===== src/hw/rtl/rmt_pkg.sv =====
// Shared widths, register indexes and interface types of the repeat message throttle.
package rmt_pkg;

  // Default number of call-site entries in the table.
  localparam int TABLE_DEPTH_DEF = 64;

  // Field widths.
  localparam int SRC_W   = 32;
  localparam int LINE_W  = 16;
  localparam int HASH_W  = 32;
  localparam int TIME_W  = 32;
  localparam int CNT_W   = 32;
  localparam int LIMIT_W = 8;

  // Configuration port.
  localparam int CFG_IDX_W  = 8;
  localparam int CFG_DATA_W = 32;

  localparam logic [CFG_IDX_W-1:0] REG_IMMEDIATE_LIMIT = CFG_IDX_W'(0);
  localparam logic [CFG_IDX_W-1:0] REG_THROTTLE_INTERVAL = CFG_IDX_W'(1);

  localparam logic [LIMIT_W-1:0] IMMEDIATE_LIMIT_RST = LIMIT_W'(3);
  localparam logic [TIME_W-1:0]  THROTTLE_INTERVAL_RST = TIME_W'(1000);

  // One table entry as held in the entry memory.
  typedef struct packed {
    logic [SRC_W-1:0]  source;
    logic [LINE_W-1:0] line;
    logic [HASH_W-1:0] hash;
    logic [CNT_W-1:0]  repeats;
    logic [TIME_W-1:0] last_emit;
  } entry_t;

  // Commands from the controller to the datapath.
  typedef struct packed {
    logic start;      // capture the input transfer and read entry zero
    logic scan_step;  // read the next entry
    logic eval;       // register the compare and time results
    logic commit;     // load the result register and update the table
  } cmd_t;

  // Status from the datapath to the controller.
  typedef struct packed {
    logic hit;        // valid entry under the scan matches source and line
    logic last;       // entry under the scan is the final one
    logic out_free;   // result register can take a new result
  } status_t;

endpackage


===== src/hw/rtl/rmt_ctrl.sv =====
// Controller state machine: sequences accept, table scan, evaluation and commit.
module rmt_ctrl
  import rmt_pkg::*;
(
  input  logic    clk,
  input  logic    rst_n,
  input  logic    in_valid,
  output logic    in_ready,
  input  status_t st,
  output cmd_t    cmd
);

  localparam logic [1:0] S_IDLE = 2'd0;
  localparam logic [1:0] S_SCAN = 2'd1;
  localparam logic [1:0] S_EVAL = 2'd2;
  localparam logic [1:0] S_DONE = 2'd3;

  logic [1:0] state_r;
  logic [1:0] state_nxt;

  assign in_ready = (state_r == S_IDLE);

  // Next state and commands.
  always_comb begin
    state_nxt = state_r;
    cmd       = '0;
    unique case (state_r)
      S_IDLE: begin
        if (in_valid) begin
          cmd.start = 1'b1;
          state_nxt = S_SCAN;
        end
      end
      S_SCAN: begin
        if (st.hit || st.last) begin
          state_nxt = S_EVAL;
        end else begin
          cmd.scan_step = 1'b1;
        end
      end
      S_EVAL: begin
        cmd.eval  = 1'b1;
        state_nxt = S_DONE;
      end
      S_DONE: begin
        if (st.out_free) begin
          cmd.commit = 1'b1;
          state_nxt  = S_IDLE;
        end
      end
      default: state_nxt = S_IDLE;
    endcase
  end

  // State register.
  always_ff @(posedge clk) begin
    if (!rst_n) begin
      state_r <= S_IDLE;
    end else begin
      state_r <= state_nxt;
    end
  end

  // An accepted transfer always starts a scan.
  a_accept_scans: assert property (@(posedge clk) disable iff (!rst_n)
    (in_valid && in_ready) |=> (state_r == S_SCAN))
    else $error("accepted transfer did not start a scan");

  // A scan ends on a hit or at the final entry, and goes to evaluation.
  a_scan_ends: assert property (@(posedge clk) disable iff (!rst_n)
    (state_r == S_SCAN && (st.hit || st.last)) |=> (state_r == S_EVAL))
    else $error("scan did not end on hit or final entry");

  // Evaluation moves to the commit state in the cycle after it.
  a_eval_once: assert property (@(posedge clk) disable iff (!rst_n)
    (state_r == S_EVAL) |=> (state_r == S_DONE))
    else $error("evaluation did not move to commit");

endmodule


===== config.mk =====
export PLATFORM = sky130hd
export DESIGN_NAME = rmt_ctrl
export DESIGN_NICKNAME = d
export VERILOG_FILES = /design/src/hw/rtl/rmt_pkg.sv /design/src/hw/rtl/rmt_ctrl.sv
export SDC_FILE = /design/constraint.sdc
export NUM_CORES = 1
export LEC_CHECK = 0
export BUFFER_PORTS_ARGS = -buffer_cell sky130_fd_sc_hd__clkbuf_2
export CAP_MARGIN = 20
export CORE_AREA = 2 2 39 41
export CTS_BUF_LIST = sky130_fd_sc_hd__clkbuf_2 sky130_fd_sc_hd__clkbuf_4 sky130_fd_sc_hd__clkbuf_8
export CTS_CLUSTER_DIAMETER = 30
export CTS_CLUSTER_SIZE = 24
export DETAILED_ROUTE_END_ITERATION = 12
export DIE_AREA = 0 0 41 43
export GPL_TIMING_DRIVEN = 1
export PLACE_DENSITY = 0.43
export SETUP_SLACK_MARGIN = 0.5
export SLEW_MARGIN = 25
export SYNTH_ARGS = -nofsm -noshare
export SYNTH_HDL_FRONTEND = slang
export SYNTH_SLANG_ARGS = --single-unit

===== constraint.sdc =====
create_clock -name clk -period 1.5 [get_ports clk]
set_input_delay 0.3 -clock clk [delete_from_list [all_inputs] [get_ports clk]]
set_output_delay 0.3 -clock clk [all_outputs]
set_load 0.02 [all_outputs]

; Word level (Yosys, flattened, before mapping)
; Index checks and enable logic that the tools add are counted.
[word_totals]
regBits = 2
latchBits = 0
ram_bits = 0
rom_bits = 0
inputBits = 6
out_inout_bits = 5
wordCells = 21
memories = 0
[classes]
add_sub_neg = 0
multipliers = 0
n_div = 0
order_cmp = 0
eq_ne = 6
n_shift = 0
n_mux = 11
bitwise_logic = 0
reduce_logical = 3
[op_table]
columns = cell, count
row1 = $pmux 2 s4, 1
row2 = $mux 1, 7
row3 = $mux 2, 3
row4 = $ne 2x2->1 const B, 3
row5 = $eq 2x2->1 const B, 2
row6 = $reduce_and 3->1, 1
row7 = $eq 2x1->1 const B, 1
row8 = $logic_not 2->1, 1
row9 = $logic_or 1x1->1, 1

; Logic depth before layout (Yosys ltp)
; Gate-level depths: netlist of the first run.
[logic_depth]
word_depth = 3
mapped_depth = 5
depth_no_buf = 5

; Worst setup path before layout of the first run
; OpenSTA, ideal clock, no wires.
[synth_path]
kind = reg2reg
startpoint = register state_r[0]
endpoint = register state_r[0]
setup_time_ps = 72
arrival_ps = 1226
required_time_ps = 1428
setup_slack_ps = 202
path_stages_with_launch = 5
path_buffers = 0
synth_period_minus_slack_ps = 1298
cell_sequence = dfxtp_1 > inv_1 > ha_1 > a221oi_2 > mux2i_1
[synth_between]
elab_chain_cells = 3
elab_cells_between_ends = 9
cone_classes = 6 x eq/ne / 1 x mux / 2 x reduce/logical
[synth_rtl]
columns = item, line_no
row1 = from (decl), rmt_ctrl.sv:18  ; logic [1:0] state_r;
row2 = from (signal assigned), rmt_ctrl.sv:60  ; state_r <= state_nxt;
row3 = $logic_not 2->1 (*), --
row4 = via in_ready, rmt_ctrl.sv:8  ; output logic in_ready,
row5 = $ne 2x2->1 (no source line), --
row6 = $reduce_and 3->1 (no source line), --
; The timed path passes the listed nets; every way through them passes the cells marked *.
; A chain may end at the register's enable or synchronous reset.

==> flow_metrics.env, run 1 <==
export IMPL_drt_wl_total_um=575
export IMPL_num_rows=14
export IMPL_port_buffers=10
export IMPL_synthesis_nets=30
export IMPL_htree_levels=1
export IMPL_synth_seq_area_share_pct=21.2
export IMPL_swShare_pct=37.7
export IMPL_required_ns=1.20
export IMPL_pin_count=11
export IMPL_antenna_found_initial=0
export IMPL_fin_tns_setup_ns=0
export IMPL_tightestPinTransition_ns=0.277
export IMPL_ctsHoldBuffers=0
export IMPL_leakage_nw=0.193
export IMPL_final_cell_mix="clkbuf_2, buf_4, clkbuf_4, clkbuf_8, nand2_1"
export IMPL_synth_largest_area_cell="ha_1"
export IMPL_power_frac_seq_pct=15.4
export IMPL_vias=208
export IMPL_avgSynthCellArea_sq_um=9.45
export IMPL_ir_worst_vdd_mv=0.531
export IMPL_fin_crit_sh_pct=94.1
export IMPL_drive_gt1_share_pct=78.9
export IMPL_p_clk_share_pct=15.5
export IMPL_clk_path_buf_depth=2
export IMPL_crit_chain="ha_2 -> and2_4 -> clkbuf_4"
export IMPL_die_w_um=41
export IMPL_critPathSlowestCell="dfxtp_4"
export IMPL_yosys_area_top_type_share_pct=26.5
export IMPL_ff_latch_area_sq_um=45.0
export IMPL_dp_hpwl_um=384
export IMPL_ys_seq_elements=2
export IMPL_slew_viol_final=0
export IMPL_finalNetCount=50
export IMPL_powerDensity_nw_per_um2=2000
export IMPL_fin_worst_skew_ns=0.00687
export IMPL_crit_fanout=4
export IMPL_critPathCaptureType="primary output"
export IMPL_largest_register_ffs=2
export IMPL_multi_input_area_sq_um=179
export IMPL_synth_area_leaders="ha_1, dfxtp_1, mux2i_1"
export IMPL_reg_top3="state_r x2"
export IMPL_path_delay_family="flip-flops"
export IMPL_cts_tree="built"
export IMPL_intPower_mw=0.508
export IMPL_p_comb_share_pct=69.1
export IMPL_first_iter_violations=2
export IMPL_syn_cell_area_sq_um=189
export IMPL_insertedDiodeCount=0
export IMPL_ys_types=10
export IMPL_cts_root_buf="clkbuf_4"
export IMPL_core_area_sq_um=1380
export IMPL_start_util_pct=13.7
export IMPL_cts_buffers=3
export IMPL_max_freq_mhz=708
export IMPL_finalHoldViolations=0
export IMPL_synthToLayoutAreaGrowth_pct=117
export IMPL_maxCapViolCount=0
export IMPL_whs_ns=0.348
export IMPL_die_area_sq_um=1760
export IMPL_clkSinkCount=2
export IMPL_status="complete, no violations"
export IMPL_worstPathArrival_ns=1.11
export IMPL_maxSlewHeadroom_pct=81.5
export IMPL_critPathMaxStageDelay_ns=0.37
export IMPL_route_detailed_drc=0
export IMPL_clkLatencyLatePin_ns=0.23
export IMPL_vias_per_cell=3.85
export IMPL_setup_violations=0
export IMPL_drtAntennaViolNets=0
export IMPL_fillers=152
export IMPL_regMostFlops="state_r"
export IMPL_grt_pass1_vias=225
export IMPL_final_util_pct=29.6
export IMPL_period_minus_slack_ns=1.41
export IMPL_rsz0062_at_grt="yes"
export IMPL_p_switching_mw=0.308
export IMPL_hp_class="in2reg"
export IMPL_ys_warn_count=0
export IMPL_synthCells=20
export IMPL_cp_start_kind="register"
export IMPL_critical_path_class="reg2out"
export IMPL_die_h_um=43
export IMPL_grt_use_total_pct=8.72
export IMPL_wire_per_inst_um=10.6
export IMPL_dr_pass1_iters=2
export IMPL_grt_pass1_wl_um=890
export IMPL_grt_max_degree=5
export IMPL_clk_pin_slew_ns=0.03
export IMPL_cp_num_buf_inv=1
export IMPL_overflow=0
export IMPL_gp_congestion=0.606
## worst paths after layout
path	depth (start not counted)	end	from	slack [ns]
min	3	state_r[1]	rst_n	0.35
min reg2reg	2	state_r[0]	state_r[0]	0.55
max reg2reg	6	state_r[0]	state_r[1]	0.10
max	3	cmd[0]	state_r[0]	0.09
## timing repair
action                                  CTS  global route
pin swaps                                 2             1
endpoints found under the hold margin     0             0
endpoints found under the setup margin    7             7
gates resized for setup                  14             0
buffers inserted                          2             3
## layer usage
layer  vias to the layer above  track usage [%]  part of all wire (%)
li1                        101                -                     -
met1                        92             5.75                    30
met2                        13             15.0                    55
met3                         2             4.71                    13
met4                         0             8.00                   2.6
met5                         -                0                     0
## stage by stage
| stage | instance area [sq um] | setup WS, ns | std cells | power (mW) |
|---|---|---|---|---|
| finish | 409 | 0.0886 | 54 | 0.817 |
| global route | 409 | 0.0184 | 54 | 0.888 |
| CTS | 387 | 0.0676 | 51 | 0.754 |
| detailed placement | 302 | 0.227 | 46 | 0.503 |
| global placement | 302 | 0.255 | 46 | 0.484 |
| floorplan | 231 | 0.314 | 20 | 0.422 |
## layout make-up
class,instances,share of cell area [%]
Timing Repair Buffer,15,30.6
Inverter,4,4.28
Tap cell,16,4.89
Sequential cell,2,11.0
Multi-Input combinational cell,14,43.7
Clock buffer,3,5.50
## synth_stat cells
cell,instances
dfxtp_1,2
o21ai_0,1
inv_1,4
ha_1,4
a221oi_2,1
nor3b_4,1
and2_1,1
mux2i_1,2
and2_2,1
nand2_1,3
## power groups by stage
stage          sequential [mW]  combinational (mW)  clock [mW]
2_1_floorplan            0.113               0.309           0
3_3_place_gp             0.117               0.368           0
3_5_place_dp             0.120               0.383           0
4_1_cts                  0.125               0.495       0.134
5_1_grt                  0.131               0.614       0.143
6_report                 0.126               0.564       0.127
## cells by family after synthesis
kind of cell / after synthesis / share of synthesized area, %
and+or+nand+nor: 6 / 23.2
buffers and inverters: 4 / 7.94
adders and majority gates: 4 / 26.5
DFF: 2 / 21.2
muxes: 2 / 10.6
AOI/OAI and AO/OA: 2 / 10.6
## worst reg2reg max path, delay by kind of cell, from the launching register on
kind	cells	cell delay [ns]
AO/OA/AOI/OAI	1	0.24
adder cells (fa/ha/maj)	1	0.14
buffers and inverters	2	0.18
flip-flops	1	0.35
multiplexers	1	0.25
AND/OR/NAND/NOR	1	0.14
Note: power is estimated with default switching activity, not from simulation.
==> run 2, diff against run 1 <==
==> constraint.sdc (replaced) <==
create_clock -name clk -period 1.3 [get_ports clk]
set_input_delay 0.26 -clock clk [delete_from_list [all_inputs] [get_ports clk]]
set_output_delay 0.26 -clock clk [all_outputs]
set_load 0.02 [all_outputs]
==> run 2 against run 1 <==
Sequential share of layout area is 0.63 points lower. Clock skew rose by 0.0020 ns. Die area did not move. Setup slack got worse by 0.17 ns. Critical path depth increased by 1. The flow now finishes with violations (setup timing). Non-clock buffer count unchanged. Final area increased by 6.1%. Power rose by 27%. Register-to-register slack lost 0.16 ns. Combinational power grew 27%.
==> flow_metrics.env, run 2 (synthesis results as in run 1) <==
export IMPL_status="finished, violations left"
export IMPL_violations="setup timing"
export IMPL_leakage_nw=0.202
export IMPL_first_iter_violations=1
export IMPL_cts_tree="built"
export IMPL_insertedDiodeCount=0
export IMPL_dp_cells=46
export IMPL_worstReg2RegStart="state_r[1]"
export IMPL_synthToLayoutAreaGrowth_pct=130
export IMPL_critPathCaptureType="primary output"
export IMPL_htree_levels=1
export IMPL_fin_cells=55
export IMPL_tightestPinTransition_ns=0.270
export IMPL_drtAntennaViolNets=0
export IMPL_start_util_pct=13.7
export IMPL_dp_hpwl_um=411
export IMPL_dr_max_layer_used="met3"
export IMPL_hp_class="in2reg"
export IMPL_port_buffers=10
export IMPL_crit_fanout=3
export IMPL_final_cell_mix="clkbuf_2, clkbuf_4, buf_4"
export IMPL_p_comb_share_pct=69.0
export IMPL_dr_wl_met2_um=263
export IMPL_fin_crit_sh_pct=106
export IMPL_clkSinkCount=2
export IMPL_antenna_found_initial=0
export IMPL_num_rows=14
export IMPL_powerDensity_nw_per_um2=2400
export IMPL_fin_area_sq_um=434
export IMPL_dpl_cell_area_sq_um=307
export IMPL_worstPathArrival_ns=1.12
export IMPL_vias=202
export IMPL_period_minus_slack_ns=1.38
export IMPL_clkLatencyLatePin_ns=0.23
export IMPL_timing_critical_path_to="cmd[2]"
export IMPL_grt_pass1_vias=239
export IMPL_swShare_pct=36.9
export IMPL_rsz0062_at_grt="yes"
export IMPL_clk_path_buf_depth=2
export IMPL_maxCapViolCount=0
export IMPL_required_ns=1.04
export IMPL_overflow=0
export IMPL_route_detailed_drc=0
export IMPL_grt_max_degree=5
export IMPL_die_w_um=41
export IMPL_p_clk_share_pct=16.8
export IMPL_reg_top3="state_r x2"
export IMPL_dr_pass1_iters=2
export IMPL_setup_slack_ns=-0.0808
export IMPL_core_area_sq_um=1380
export IMPL_maxSlewHeadroom_pct=82.0
export IMPL_drive_gt1_share_pct=79.5
export IMPL_whs_ns=0.302
export IMPL_largest_register_ffs=2
export IMPL_regMostFlops="state_r"
export IMPL_wl_met1_um=213
export IMPL_dp_slack_ns=0.0386
export IMPL_gp_congestion=0.606
export IMPL_power_frac_seq_pct=14.3
export IMPL_finalHoldViolations=0
export IMPL_wire_per_inst_um=9.27
export IMPL_critical_path_class="reg2out"
export IMPL_fillers=142
export IMPL_crit_start="state_r[1]"
export IMPL_intPower_mw=0.656
export IMPL_route_met3_wl_um=33
export IMPL_cts_root_buf="clkbuf_4"
export IMPL_worstRegToRegCells=6
export IMPL_final_util_pct=31.4
export IMPL_pin_count=11
export IMPL_ir_worst_vdd_mv=0.862
export IMPL_die_h_um=43
export IMPL_die_area_sq_um=1760
export IMPL_finalNetCount=50
export IMPL_ctsHoldBuffers=0
export IMPL_grt_use_total_pct=7.51
export IMPL_cts_buffers=3
export IMPL_r2r_end="state_r[1]"
export IMPL_cp_start_kind="register"
export IMPL_clk_pin_slew_ns=0.04
export IMPL_grt_pass1_wl_um=855
export IMPL_setup_violations=5
export IMPL_min_delay_start="rst_n"
export IMPL_reg2reg_setup_slack_ns=-0.06
export IMPL_fin_tns_setup_ns=-0.289
export IMPL_max_freq_mhz=724
export IMPL_slew_viol_final=0
export IMPL_p_switching_mw=0.384
export IMPL_p_total_mw=1.04
export IMPL_final_common_cell="clkbuf_2"
export IMPL_vias_per_cell=3.67
export IMPL_drt_wl_total_um=510
export IMPL_fin_worst_skew_ns=0.00885
==> run 2: power by group through the flow <==
stage	Combinational, mW	Clock (mW)	Sequential [mW]
2_1_floorplan	0.360	0	0.142
3_3_place_gp	0.429	0	0.148
3_5_place_dp	0.459	0	0.151
4_1_cts	0.653	0.188	0.145
5_1_grt	0.779	0.188	0.154
6_report	0.717	0.174	0.148
==> run 2: repair_timing <==
action / in CTS / in global routing
endpoints found under the setup margin: 7 / 7
pin swaps: 0 / 2
setup buffers: 4 / 1
gates resized for setup: 11 / 5
==> run 2: area by class of cell <==
type	count	area (sq um)	share of cell area [%]
inverters	4	20.0	4.61
multi-input cells	14	189	43.5
clock buffers	4	30.0	6.92
repair buffers	15	130	30.0
well taps	16	20.0	4.61
flip-flops and latches	2	45.0	10.4
==> run 2: critical path, cell delays in order (launching register included) <==
cell	delay (ns)
dfxtp_2	0.33
inv_4	0.07
ha_4	0.12
nor3b_4	0.20
clkbuf_8	0.18
==> run 2: worst min path at each step <==
stage                 endpoint  slack, ns  cells after the start
floorplan           state_r[0]       0.40                      2
global placement    state_r[1]       0.48                      2
detailed placement  state_r[1]       0.49                      2
CTS                 state_r[0]       0.29                      3
global route        state_r[0]       0.33                      3
finish              state_r[0]       0.30                      3
==> run 2: per-layer routing <==
| layer | up-vias | global-route usage (%) |
|---|---|---|
| met2 | 11 | 11.9 |
| met4 | 0 | 8.00 |
| met5 | - | 0 |
| met3 | 0 | 1.57 |
| li1 | 104 | - |
| met1 | 87 | 7.01 |
